$ cat src/rtl/core/bdslp_pkg.sv
// Shared types, constants and register codes for the button press detector.
package bdslp_pkg;

  localparam int unsigned MAX_BUTTONS      = 2;
  localparam int unsigned NUM_BUTTONS_DEF  = 2;

  localparam int unsigned DEB_W   = 12;
  localparam int unsigned TIMER_W = 16;
  localparam int unsigned CNT_W   = 2;
  localparam int unsigned CFG_IDX_W  = 2;
  localparam int unsigned CFG_DATA_W = 16;

  // Register reset values
  localparam logic               ACTIVE_LOW_RST = 1'b1;
  localparam logic [DEB_W-1:0]   DEBOUNCE_RST   = DEB_W'(35);
  localparam logic [TIMER_W-1:0] LONG_RST       = TIMER_W'(450);
  localparam logic [CNT_W-1:0]   BTN_COUNT_RST  = CNT_W'(1);

  localparam logic [TIMER_W-1:0] TIMER_MAX = '1;

  typedef enum logic [CFG_IDX_W-1:0] {
    REG_ACTIVE_LOW   = 2'd0,
    REG_DEBOUNCE     = 2'd1,
    REG_LONG_TICKS   = 2'd2,
    REG_BUTTON_COUNT = 2'd3
  } reg_idx_e;

  typedef enum logic [1:0] {
    PH_IDLE  = 2'd0,
    PH_WAIT  = 2'd1,
    PH_TRACK = 2'd2,
    PH_FIRED = 2'd3
  } phase_e;

  typedef struct packed {
    logic               active_low;
    logic [DEB_W-1:0]   debounce_ticks;
    logic [TIMER_W-1:0] long_ticks;
  } btn_cfg_t;

  typedef struct packed {
    logic ev_short;
    logic ev_long;
    logic held;
  } btn_evt_t;

endpackage

$ cat src/rtl/core/bdslp_if.sv
// Valid/ready channel interfaces: button tick input, event output, register write.
interface bdslp_in_if;
  logic valid;
  logic ready;
  logic level_first;
  logic level_second;

  modport source (output valid, output level_first, output level_second, input ready);
  modport sink   (input valid, input level_first, input level_second, output ready);
endinterface

interface bdslp_out_if;
  logic valid;
  logic ready;
  logic short_first;
  logic long_first;
  logic short_second;
  logic long_second;
  logic held_first;
  logic held_second;

  modport source (output valid, output short_first, output long_first,
                  output short_second, output long_second,
                  output held_first, output held_second, input ready);
  modport sink   (input valid, input short_first, input long_first,
                  input short_second, input long_second,
                  input held_first, input held_second, output ready);
endinterface

interface bdslp_cfg_if;
  logic        valid;
  logic        ready;
  logic [1:0]  idx;
  logic [15:0] data;

  modport source (output valid, output idx, output data, input ready);
  modport sink   (input valid, input idx, input data, output ready);
endinterface

$ cat src/rtl/core/bdslp_button.sv
// Per-button debounce, hold timer and short/long press state machine.
module bdslp_button (
  input  logic                clk_i,
  input  logic                rst_ni,
  input  logic                adv_i,     // tick moves to the result register
  input  logic                in_use_i,
  input  logic                down_i,
  input  bdslp_pkg::btn_cfg_t cfg_i,
  output bdslp_pkg::btn_evt_t evt_o
);
  import bdslp_pkg::*;

  phase_e             phase_q, phase_d;
  logic [TIMER_W-1:0] timer_q, timer_d;
  logic [TIMER_W-1:0] timer_inc;

  assign timer_inc = (timer_q == TIMER_MAX) ? timer_q : timer_q + TIMER_W'(1);

  always_comb begin
    phase_d        = phase_q;
    timer_d        = timer_q;
    evt_o.ev_short = 1'b0;
    evt_o.ev_long  = 1'b0;
    if (!in_use_i) begin
      phase_d = PH_IDLE;
      timer_d = '0;
    end else begin
      unique case (phase_q)
        PH_WAIT: begin
          if (timer_q > TIMER_W'(1)) begin
            timer_d = timer_q - TIMER_W'(1);
          end else begin
            phase_d = down_i ? PH_TRACK : PH_IDLE;
            timer_d = '0;
          end
        end
        PH_TRACK: begin
          if (!down_i) begin
            evt_o.ev_short = 1'b1;
            phase_d        = PH_IDLE;
            timer_d        = '0;
          end else begin
            timer_d = timer_inc;
            if (timer_inc >= cfg_i.long_ticks) begin
              evt_o.ev_long = 1'b1;
              phase_d       = PH_FIRED;
            end
          end
        end
        PH_FIRED: begin
          if (!down_i) begin
            phase_d = PH_IDLE;
            timer_d = '0;
          end else begin
            timer_d = timer_inc;
          end
        end
        PH_IDLE: begin
          timer_d = '0;
          if (down_i) begin
            if (cfg_i.debounce_ticks == '0) begin
              phase_d = PH_TRACK;
            end else begin
              phase_d = PH_WAIT;
              timer_d = TIMER_W'(cfg_i.debounce_ticks);
            end
          end
        end
        default: begin
          phase_d = PH_IDLE;
          timer_d = '0;
        end
      endcase
    end
    evt_o.held = in_use_i && ((phase_d == PH_TRACK) || (phase_d == PH_FIRED));
  end

  always_ff @(posedge clk_i or negedge rst_ni) begin
    if (!rst_ni) begin
      phase_q <= PH_IDLE;
      timer_q <= '0;
    end else if (adv_i) begin
      phase_q <= phase_d;
      timer_q <= timer_d;
    end
  end

endmodule

$ cat src/rtl/core/button_debounce_short_long_press_core.sv
// Top level: debounced short/long press detector for up to two buttons.
//
// Channels:
//   in_i  - one beat per sampling tick, carrying the raw level of each button.
//   out_o - one beat per input beat: short/long events and held flags.
//   cfg_i - register writes (0 polarity, 1 debounce ticks, 2 long ticks,
//           3 button count); always ready, takes effect on the next tick.
// Path: an input beat passes through the input register, then the result
//   register, and shows on out_o from the result register; a stall on out_o
//   can hold it in the input register.
// Throughput: one beat per cycle while out_o is ready; each button's update is
//   a single 16-bit increment and compare between input and result registers.
// Reset: every button idle with its timer cleared, registers at defaults
//   (active low, 35 debounce ticks, 450 long ticks, one button), no beat held.
// Stall: when out_o is not ready the result register holds its beat; the
//   input register still takes one more tick, then in_i.ready drops until
//   the result is taken. Button state advances only as a tick moves on to the
//   result register, so stalls never skip or repeat a tick.
module button_debounce_short_long_press_core #(
  parameter int unsigned NUM_BUTTONS = bdslp_pkg::NUM_BUTTONS_DEF
) (
  input  logic        clk_i,
  input  logic        rst_ni,
  bdslp_in_if.sink    in_i,
  bdslp_out_if.source out_o,
  bdslp_cfg_if.sink   cfg_i
);
  import bdslp_pkg::*;

  // ---- configuration registers ----
  logic               active_low_q;
  logic [DEB_W-1:0]   debounce_q;
  logic [TIMER_W-1:0] long_ticks_q;
  logic [CNT_W-1:0]   btn_count_q;

  assign cfg_i.ready = 1'b1;

  always_ff @(posedge clk_i or negedge rst_ni) begin
    if (!rst_ni) begin
      active_low_q <= ACTIVE_LOW_RST;
      debounce_q   <= DEBOUNCE_RST;
      long_ticks_q <= LONG_RST;
      btn_count_q  <= BTN_COUNT_RST;
    end else if (cfg_i.valid && cfg_i.ready) begin
      unique case (reg_idx_e'(cfg_i.idx))
        REG_ACTIVE_LOW:   active_low_q <= cfg_i.data[0];
        REG_DEBOUNCE:     debounce_q   <= cfg_i.data[DEB_W-1:0];
        REG_LONG_TICKS:   long_ticks_q <= cfg_i.data[TIMER_W-1:0];
        REG_BUTTON_COUNT: btn_count_q  <= cfg_i.data[CNT_W-1:0];
        default: ;
      endcase
    end
  end

  btn_cfg_t btn_cfg;
  assign btn_cfg.active_low     = active_low_q;
  assign btn_cfg.debounce_ticks = debounce_q;
  assign btn_cfg.long_ticks     = long_ticks_q;

  // Count of 0 means 1; anything past the built buttons is clamped.
  logic [CNT_W-1:0] count_eff;
  always_comb begin
    priority if (btn_count_q == '0) begin
      count_eff = CNT_W'(1);
    end else if (btn_count_q > CNT_W'(NUM_BUTTONS)) begin
      count_eff = CNT_W'(NUM_BUTTONS);
    end else begin
      count_eff = btn_count_q;
    end
  end

  // ---- input register ----
  logic                   s1_valid_q;
  logic [MAX_BUTTONS-1:0] s1_level_q;
  logic                   out_valid_q;
  logic                   out_adv;     // tick in s1 moves to the result register

  assign out_adv    = s1_valid_q && (!out_valid_q || out_o.ready);
  assign in_i.ready = !s1_valid_q || out_adv;

  always_ff @(posedge clk_i or negedge rst_ni) begin
    if (!rst_ni) begin
      s1_valid_q <= 1'b0;
    end else if (in_i.valid && in_i.ready) begin
      s1_valid_q <= 1'b1;
    end else if (out_adv) begin
      s1_valid_q <= 1'b0;
    end
  end

  always_ff @(posedge clk_i) begin
    if (in_i.valid && in_i.ready) begin
      s1_level_q <= {in_i.level_second, in_i.level_first};
    end
  end

  // ---- per-button units ----
  btn_evt_t evt [MAX_BUTTONS];

  for (genvar b = 0; b < MAX_BUTTONS; b++) begin : g_btn
    if (b < NUM_BUTTONS) begin : g_used
      bdslp_button u_btn (
        .clk_i    (clk_i),
        .rst_ni   (rst_ni),
        .adv_i    (out_adv),
        .in_use_i (CNT_W'(b) < count_eff),
        .down_i   (s1_level_q[b] ^ active_low_q),
        .cfg_i    (btn_cfg),
        .evt_o    (evt[b])
      );
    end else begin : g_absent
      assign evt[b] = '0;
    end
  end

  // ---- result register ----
  btn_evt_t res_q [MAX_BUTTONS];

  always_ff @(posedge clk_i or negedge rst_ni) begin
    if (!rst_ni) begin
      out_valid_q <= 1'b0;
    end else if (out_adv) begin
      out_valid_q <= 1'b1;
    end else if (out_o.ready) begin
      out_valid_q <= 1'b0;
    end
  end

  always_ff @(posedge clk_i) begin
    if (out_adv) begin
      res_q <= evt;
    end
  end

  assign out_o.valid        = out_valid_q;
  assign out_o.short_first  = res_q[0].ev_short;
  assign out_o.long_first   = res_q[0].ev_long;
  assign out_o.held_first   = res_q[0].held;
  assign out_o.short_second = res_q[1].ev_short;
  assign out_o.long_second  = res_q[1].ev_long;
  assign out_o.held_second  = res_q[1].held;

  // ---- checks ----
  // A tick cannot give both a short and a long event for one button.
  a_no_short_and_long: assert property (@(posedge clk_i) disable iff (!rst_ni)
    out_valid_q |-> !(res_q[0].ev_short && res_q[0].ev_long)
                 && !(res_q[1].ev_short && res_q[1].ev_long))
    else $error("short and long event on the same tick");

  // Long fires while still held; short means the button was released.
  a_event_vs_held: assert property (@(posedge clk_i) disable iff (!rst_ni)
    out_valid_q |-> (!res_q[0].ev_long || res_q[0].held)
                 && (!res_q[0].ev_short || !res_q[0].held))
    else $error("event and held flag disagree");

  // An empty result register never back-pressures the input side.
  a_ready_when_empty: assert property (@(posedge clk_i) disable iff (!rst_ni)
    !out_valid_q |-> in_i.ready)
    else $error("input stalled with empty result register");

  // A tick that leaves the input register is held in the result register
  // on the next cycle.
  a_advance: assert property (@(posedge clk_i) disable iff (!rst_ni)
    out_adv |=> out_valid_q)
    else $error("tick did not advance to result register");

endmodule

$ cat src/flat_wrapper.sv
// flat-port wrapper written by rule: the top's interface ports become plain ports
module button_debounce_short_long_press_core_flat import bdslp_pkg::*;
#(
  parameter int unsigned NUM_BUTTONS = bdslp_pkg::NUM_BUTTONS_DEF
)
  (clk_i, rst_ni, in_i_valid, in_i_level_first, in_i_level_second, in_i_ready, out_o_valid, out_o_short_first, out_o_long_first, out_o_short_second, out_o_long_second, out_o_held_first, out_o_held_second, out_o_ready, cfg_i_valid, cfg_i_idx, cfg_i_data, cfg_i_ready);
  bdslp_in_if in_i_i ();
  bdslp_out_if out_o_i ();
  bdslp_cfg_if cfg_i_i ();
  input  logic clk_i;
  input  logic rst_ni;
  input wire logic [$bits(in_i_i.valid)-1:0] in_i_valid;
  input wire logic [$bits(in_i_i.level_first)-1:0] in_i_level_first;
  input wire logic [$bits(in_i_i.level_second)-1:0] in_i_level_second;
  output wire logic [$bits(in_i_i.ready)-1:0] in_i_ready;
  output wire logic [$bits(out_o_i.valid)-1:0] out_o_valid;
  output wire logic [$bits(out_o_i.short_first)-1:0] out_o_short_first;
  output wire logic [$bits(out_o_i.long_first)-1:0] out_o_long_first;
  output wire logic [$bits(out_o_i.short_second)-1:0] out_o_short_second;
  output wire logic [$bits(out_o_i.long_second)-1:0] out_o_long_second;
  output wire logic [$bits(out_o_i.held_first)-1:0] out_o_held_first;
  output wire logic [$bits(out_o_i.held_second)-1:0] out_o_held_second;
  input wire logic [$bits(out_o_i.ready)-1:0] out_o_ready;
  input wire logic [$bits(cfg_i_i.valid)-1:0] cfg_i_valid;
  input wire logic [$bits(cfg_i_i.idx)-1:0] cfg_i_idx;
  input wire logic [$bits(cfg_i_i.data)-1:0] cfg_i_data;
  output wire logic [$bits(cfg_i_i.ready)-1:0] cfg_i_ready;
  assign in_i_i.valid = in_i_valid;
  assign in_i_i.level_first = in_i_level_first;
  assign in_i_i.level_second = in_i_level_second;
  assign in_i_ready = in_i_i.ready;
  assign out_o_valid = out_o_i.valid;
  assign out_o_short_first = out_o_i.short_first;
  assign out_o_long_first = out_o_i.long_first;
  assign out_o_short_second = out_o_i.short_second;
  assign out_o_long_second = out_o_i.long_second;
  assign out_o_held_first = out_o_i.held_first;
  assign out_o_held_second = out_o_i.held_second;
  assign out_o_i.ready = out_o_ready;
  assign cfg_i_i.valid = cfg_i_valid;
  assign cfg_i_i.idx = cfg_i_idx;
  assign cfg_i_i.data = cfg_i_data;
  assign cfg_i_ready = cfg_i_i.ready;
  button_debounce_short_long_press_core #(.NUM_BUTTONS(NUM_BUTTONS)) u_core (.clk_i(clk_i), .rst_ni(rst_ni), .in_i(in_i_i), .out_o(out_o_i), .cfg_i(cfg_i_i));
endmodule
$ cat config.mk
export PLATFORM = sky130hd
export DESIGN_NAME = button_debounce_short_long_press_core_flat
export DESIGN_NICKNAME = d
export VERILOG_FILES = /design/src/rtl/core/bdslp_pkg.sv /design/src/rtl/core/bdslp_if.sv /design/src/rtl/core/bdslp_button.sv /design/src/rtl/core/button_debounce_short_long_press_core.sv /design/src/flat_wrapper.sv
export SDC_FILE = /design/constraint.sdc
export NUM_CORES = 1
export LEC_CHECK = 0
export BUFFER_PORTS_ARGS = -buffer_cell sky130_fd_sc_hd__buf_2
export CAP_MARGIN = 20
export CORE_MARGIN = 5
export CORE_UTILIZATION = 50
export CTS_BUF_LIST = sky130_fd_sc_hd__clkbuf_4 sky130_fd_sc_hd__clkbuf_8 sky130_fd_sc_hd__clkbuf_16
export CTS_CLUSTER_DIAMETER = 200
export DETAILED_ROUTE_END_ITERATION = 10
export GPL_TIMING_DRIVEN = 0
export PLACE_DENSITY = 0.7
export SLEW_MARGIN = 5
export SYNTH_ARGS = -nofsm -noshare
export SYNTH_HDL_FRONTEND = slang
export SYNTH_SLANG_ARGS = --single-unit
$ cat constraint.sdc
create_clock -name clk_i -period 3.05 [get_ports clk_i]
set_input_delay 0.1525 -clock clk_i [delete_from_list [all_inputs] [get_ports clk_i]]
set_output_delay 0.1525 -clock clk_i [all_outputs]
set_load 0.02 [all_outputs]
==> metrics.yaml <==
outcome: "finished clean"
final-max-slew-violation-count: 0
drive_above_1_share_pct: 22.3
cts_sinks: 76
fin_crit_sh_pct: 96.5
tritoncts: "built"
postPlaceCellArea_um2: 6280
use_met1_pct: 38.2
n_fill_cell: 1058
dp_hpwl_um: 14000
fin_skew_ns: 0.00716
grt_usage_pct: 26.5
num_rows: 39
crit_chain: "ha_4, and4_4, nand4_1, buf_4, nand4_1, xnor2_1, ha_1, a21oi_1, o21ai_1, a211oi_2, o21ai_0, nor3b_1"
synth_edf_count: 8
syn_to_final_growth_pct: 14.1
power.leakage_nw: 2.86
yosysWarnings: 0
hp-class: "input pin to register"
gp_congestion: 0.966
max_freq_ghz: 0.340
synthFlopType: "dfrtp_1"
seqCellArea_um2: 1960
drt-initial-drc-count: 513
ys_ff_latch: 76
grt_max_degree: 42
initial_utilization_pct: 51.4
powerDensity_nw_per_um2: 776
die-width_um: 119
clk_latency_ns: 0.35
critPathSlowestCell: "dfrtp_2"
cpMostUsedCell: "nand4_1"
multi_input_area_um2: 3770
cts_buffer_depth: 2
grt.overflow.total: 0
fp.dieH_um: 119
core-area_um2: 11500
synth_nets: 749
dr.pass1.iters: 5
syn_area_per_cell_um2: 8.62
peakVddDrop_v: 0.000471
path_class: "register to register"
finish.utilization_pct: 58.6
vias_per_cell: 6.51
path_clk_slew_ns: 0.06
syn_area_um2: 5920
grt_pass1_wl_um: 29500
finalSetupViolations: 0
drc_errors: 0
cts_buffers: 9
rsz0062_at_grt: "yes"
top_usage_layer: "met2"
wirelength_um: 18600
cp_max_fo: 5
h-tree-depth: 3
synth_cell_types: 69
synthArstFlopShare_pct: 89.5
tightest_slew_ns: 1.13
placement.io_buffers: 32
met2_usage_pct: 39.4
num_antenna_cells: 0
wire_per_inst_um: 21.3
antenna_found_initial: 0
slew_headroom_pct: 24.5
design.die.area_um2: 14100
end_kind: "register"
grtUsageMet3_pct: 5.78
via_count: 5693
worstSetupStartpointType: "register"
final_hold_viol_count: 0
ys_seq_area_share_pct: 33.0
grt_pass1_vias: 5491
critPathRequiredTime_ns: 3.11
critPathMaxStageDelay_ns: 0.44
ant_nets: 0
totalPowerFinal_w: 0.00524
cp_data_arrival_time_ns: 3.01
fin_crit_ns: 2.94
io_pins: 34
synth_cells: 686
final_nets: 789
cts-root-buf: "clkbuf_16"
fin_area_um2: 6750
cap_viol_max_count: 0
-- per-layer routing --
layer / vias to the layer above / part of all wire [%]
met2: 240 / 44
met1: 2786 / 46
met4: 0 / 2.1
met5: - / 0
met3: 30 / 7.7
li1: 2637 / -
-- state kept, by name (all words and copies together) (netlist names) --
signal	cells
u_core.out_o.long_first	1
u_core.s1_valid_q	1
u_core.btn_count_q	1
u_core.out_o.short_second	1
u_core.g_btn.g_used.u_btn.timer_q	32
u_core.out_o.held_second	1
u_core.out_o.held_first	1
u_core.active_low_q	1
u_core.s1_level_q	2
u_core.debounce_q	12
u_core.long_ticks_q	16
u_core.out_o.long_second	1
u_core.out_o.short_first	1
u_core.out_o.valid	1
u_core.g_btn.g_used.u_btn.phase_q	4
-- report_power, final --
group / total, W / leakage (nW) / internal, W / switching [W]
Sequential: 0.00162 / 0.901 / 0.00128 / 0.000338
Combinational: 0.00256 / 1.82 / 0.000977 / 0.00158
Clock: 0.00106 / 0.141 / 0.000610 / 0.000451
-- cells by family (layout without fill, tap and decap cells) --
family	after synthesis	in the layout	share of synthesized area, %
xor+xnor	26	26	3.85
simple gates	241	241	20.9
flops	76	76	33.0
fa+ha+maj	38	38	8.04
other cells	1	1	0.0634
buf+inv	77	122	5.50
compound gates	186	186	20.9
mux	41	41	7.74
-- final timing paths --
| path | start | end | slack [ns] | cells after the start |
|---|---|---|---|---|
| min in group asynchronous | rst_ni | u_core.g_btn[0].g_used.u_btn.timer_q[0] | 0.27 | 2 |
| worst min register to register | u_core.long_ticks_q[2] | u_core.long_ticks_q[2] | 0.51 | 1 |
| worst max register to register | u_core.g_btn[1].g_used.u_btn.timer_q[1] | u_core.out_o.long_second | 0.11 | 12 |
| worst max-delay path | u_core.g_btn[1].g_used.u_btn.timer_q[1] | u_core.out_o.long_second | 0.11 | 12 |
| worst min-delay path | in_i_valid | u_core.s1_valid_q | 0.005 | 2 |
| max in group asynchronous | rst_ni | u_core.long_ticks_q[1] | 2.14 | 3 |
-- worst max-delay path, delay by kind of cell, from the launching register on --
kind / cells / cell delay, ns
AO/OA/AOI/OAI: 4 / 0.71
AND/OR/NAND/NOR: 4 / 0.64
adder cells (fa/ha/maj): 2 / 0.47
flip-flops: 1 / 0.44
XOR/XNOR: 1 / 0.23
buffers and inverters: 1 / 0.17
-- stage by stage --
step | instances | worst slack, ns | setup TNS [ns] | hold WS (ns)
finish | 874 | 0.108 | 0 | 0.00470
global route | 874 | -0.0257 | -0.0576 | 0.0353
CTS | 872 | 0.00136 | 0 | 0.00169
detailed placement | 862 | -0.762 | -2.01 | 0.117
global placement | 861 | -0.677 | -1.70 | 0.329
floorplan | 686 | 0.0905 | 0 | -0.143
-- synthesized netlist by cell type, types with 4 or more instances --
cell type  instances  share of area (%)
nand4_1           17                1.8
nand2_1           58                3.7
nor2_1            51                3.2
o31ai_1           10                1.3
nor3_1            19                1.6
inv_1             26                1.6
o21ai_0           35                3.0
o211ai_1           8                1.0
mux2_2            38                7.2
buf_2              4               0.34
a221oi_1           5               0.74
a22oi_1            5               0.63
and4_1             4               0.59
a211oi_1          13                1.6
xor2_1            11                1.6
edfxtp_1           8                4.1
nand3_1           30                2.5
nor3b_1            4               0.51
ha_1              38                8.0
nand2b_1          10                1.1
clkbuf_1          39                2.5
nand3b_1           4               0.51
dfstp_2            8                3.6
xnor2_1           15                2.2
a22o_1             4               0.59
or4_1              5               0.63
nor4_1            11                1.2
a31oi_1           11                1.2
dfrtp_1           60                 25
and3_1             7               0.74
a21o_1            11                1.4
and2_1             9               0.95
a21oi_1           46                3.9
-- area by class of cell --
cell class / instances / share of cell area, %
Clock inverter: 5 / 0.519
Timing Repair Buffer: 43 / 3.93
Sequential cell: 76 / 29.1
Tap cell: 143 / 2.65
Inverter: 26 / 1.45
Clock buffer: 11 / 3.82
Multi-Input combinational cell: 533 / 55.8
Buffer: 37 / 2.71
-- layout by cell type, fill, tap and decap left out, drive strengths merged, types with 27 or more instances in the layout --
cell,count
inv,27
ha,38
nand2,58
a21oi,47
nor2,51
nand3,30
buf,50
dfrtp,60
o21ai,36
mux2,38
clkbuf,38
-- timing repair --
item,CTS,global route
hold endpoints to repair,28,0
endpoints found under the setup margin,4,4
pin swaps,3,8
resized for setup,18,36
hold buffers,3,0
setup buffers,3,4
Note: power is estimated with default switching activity, not from simulation.
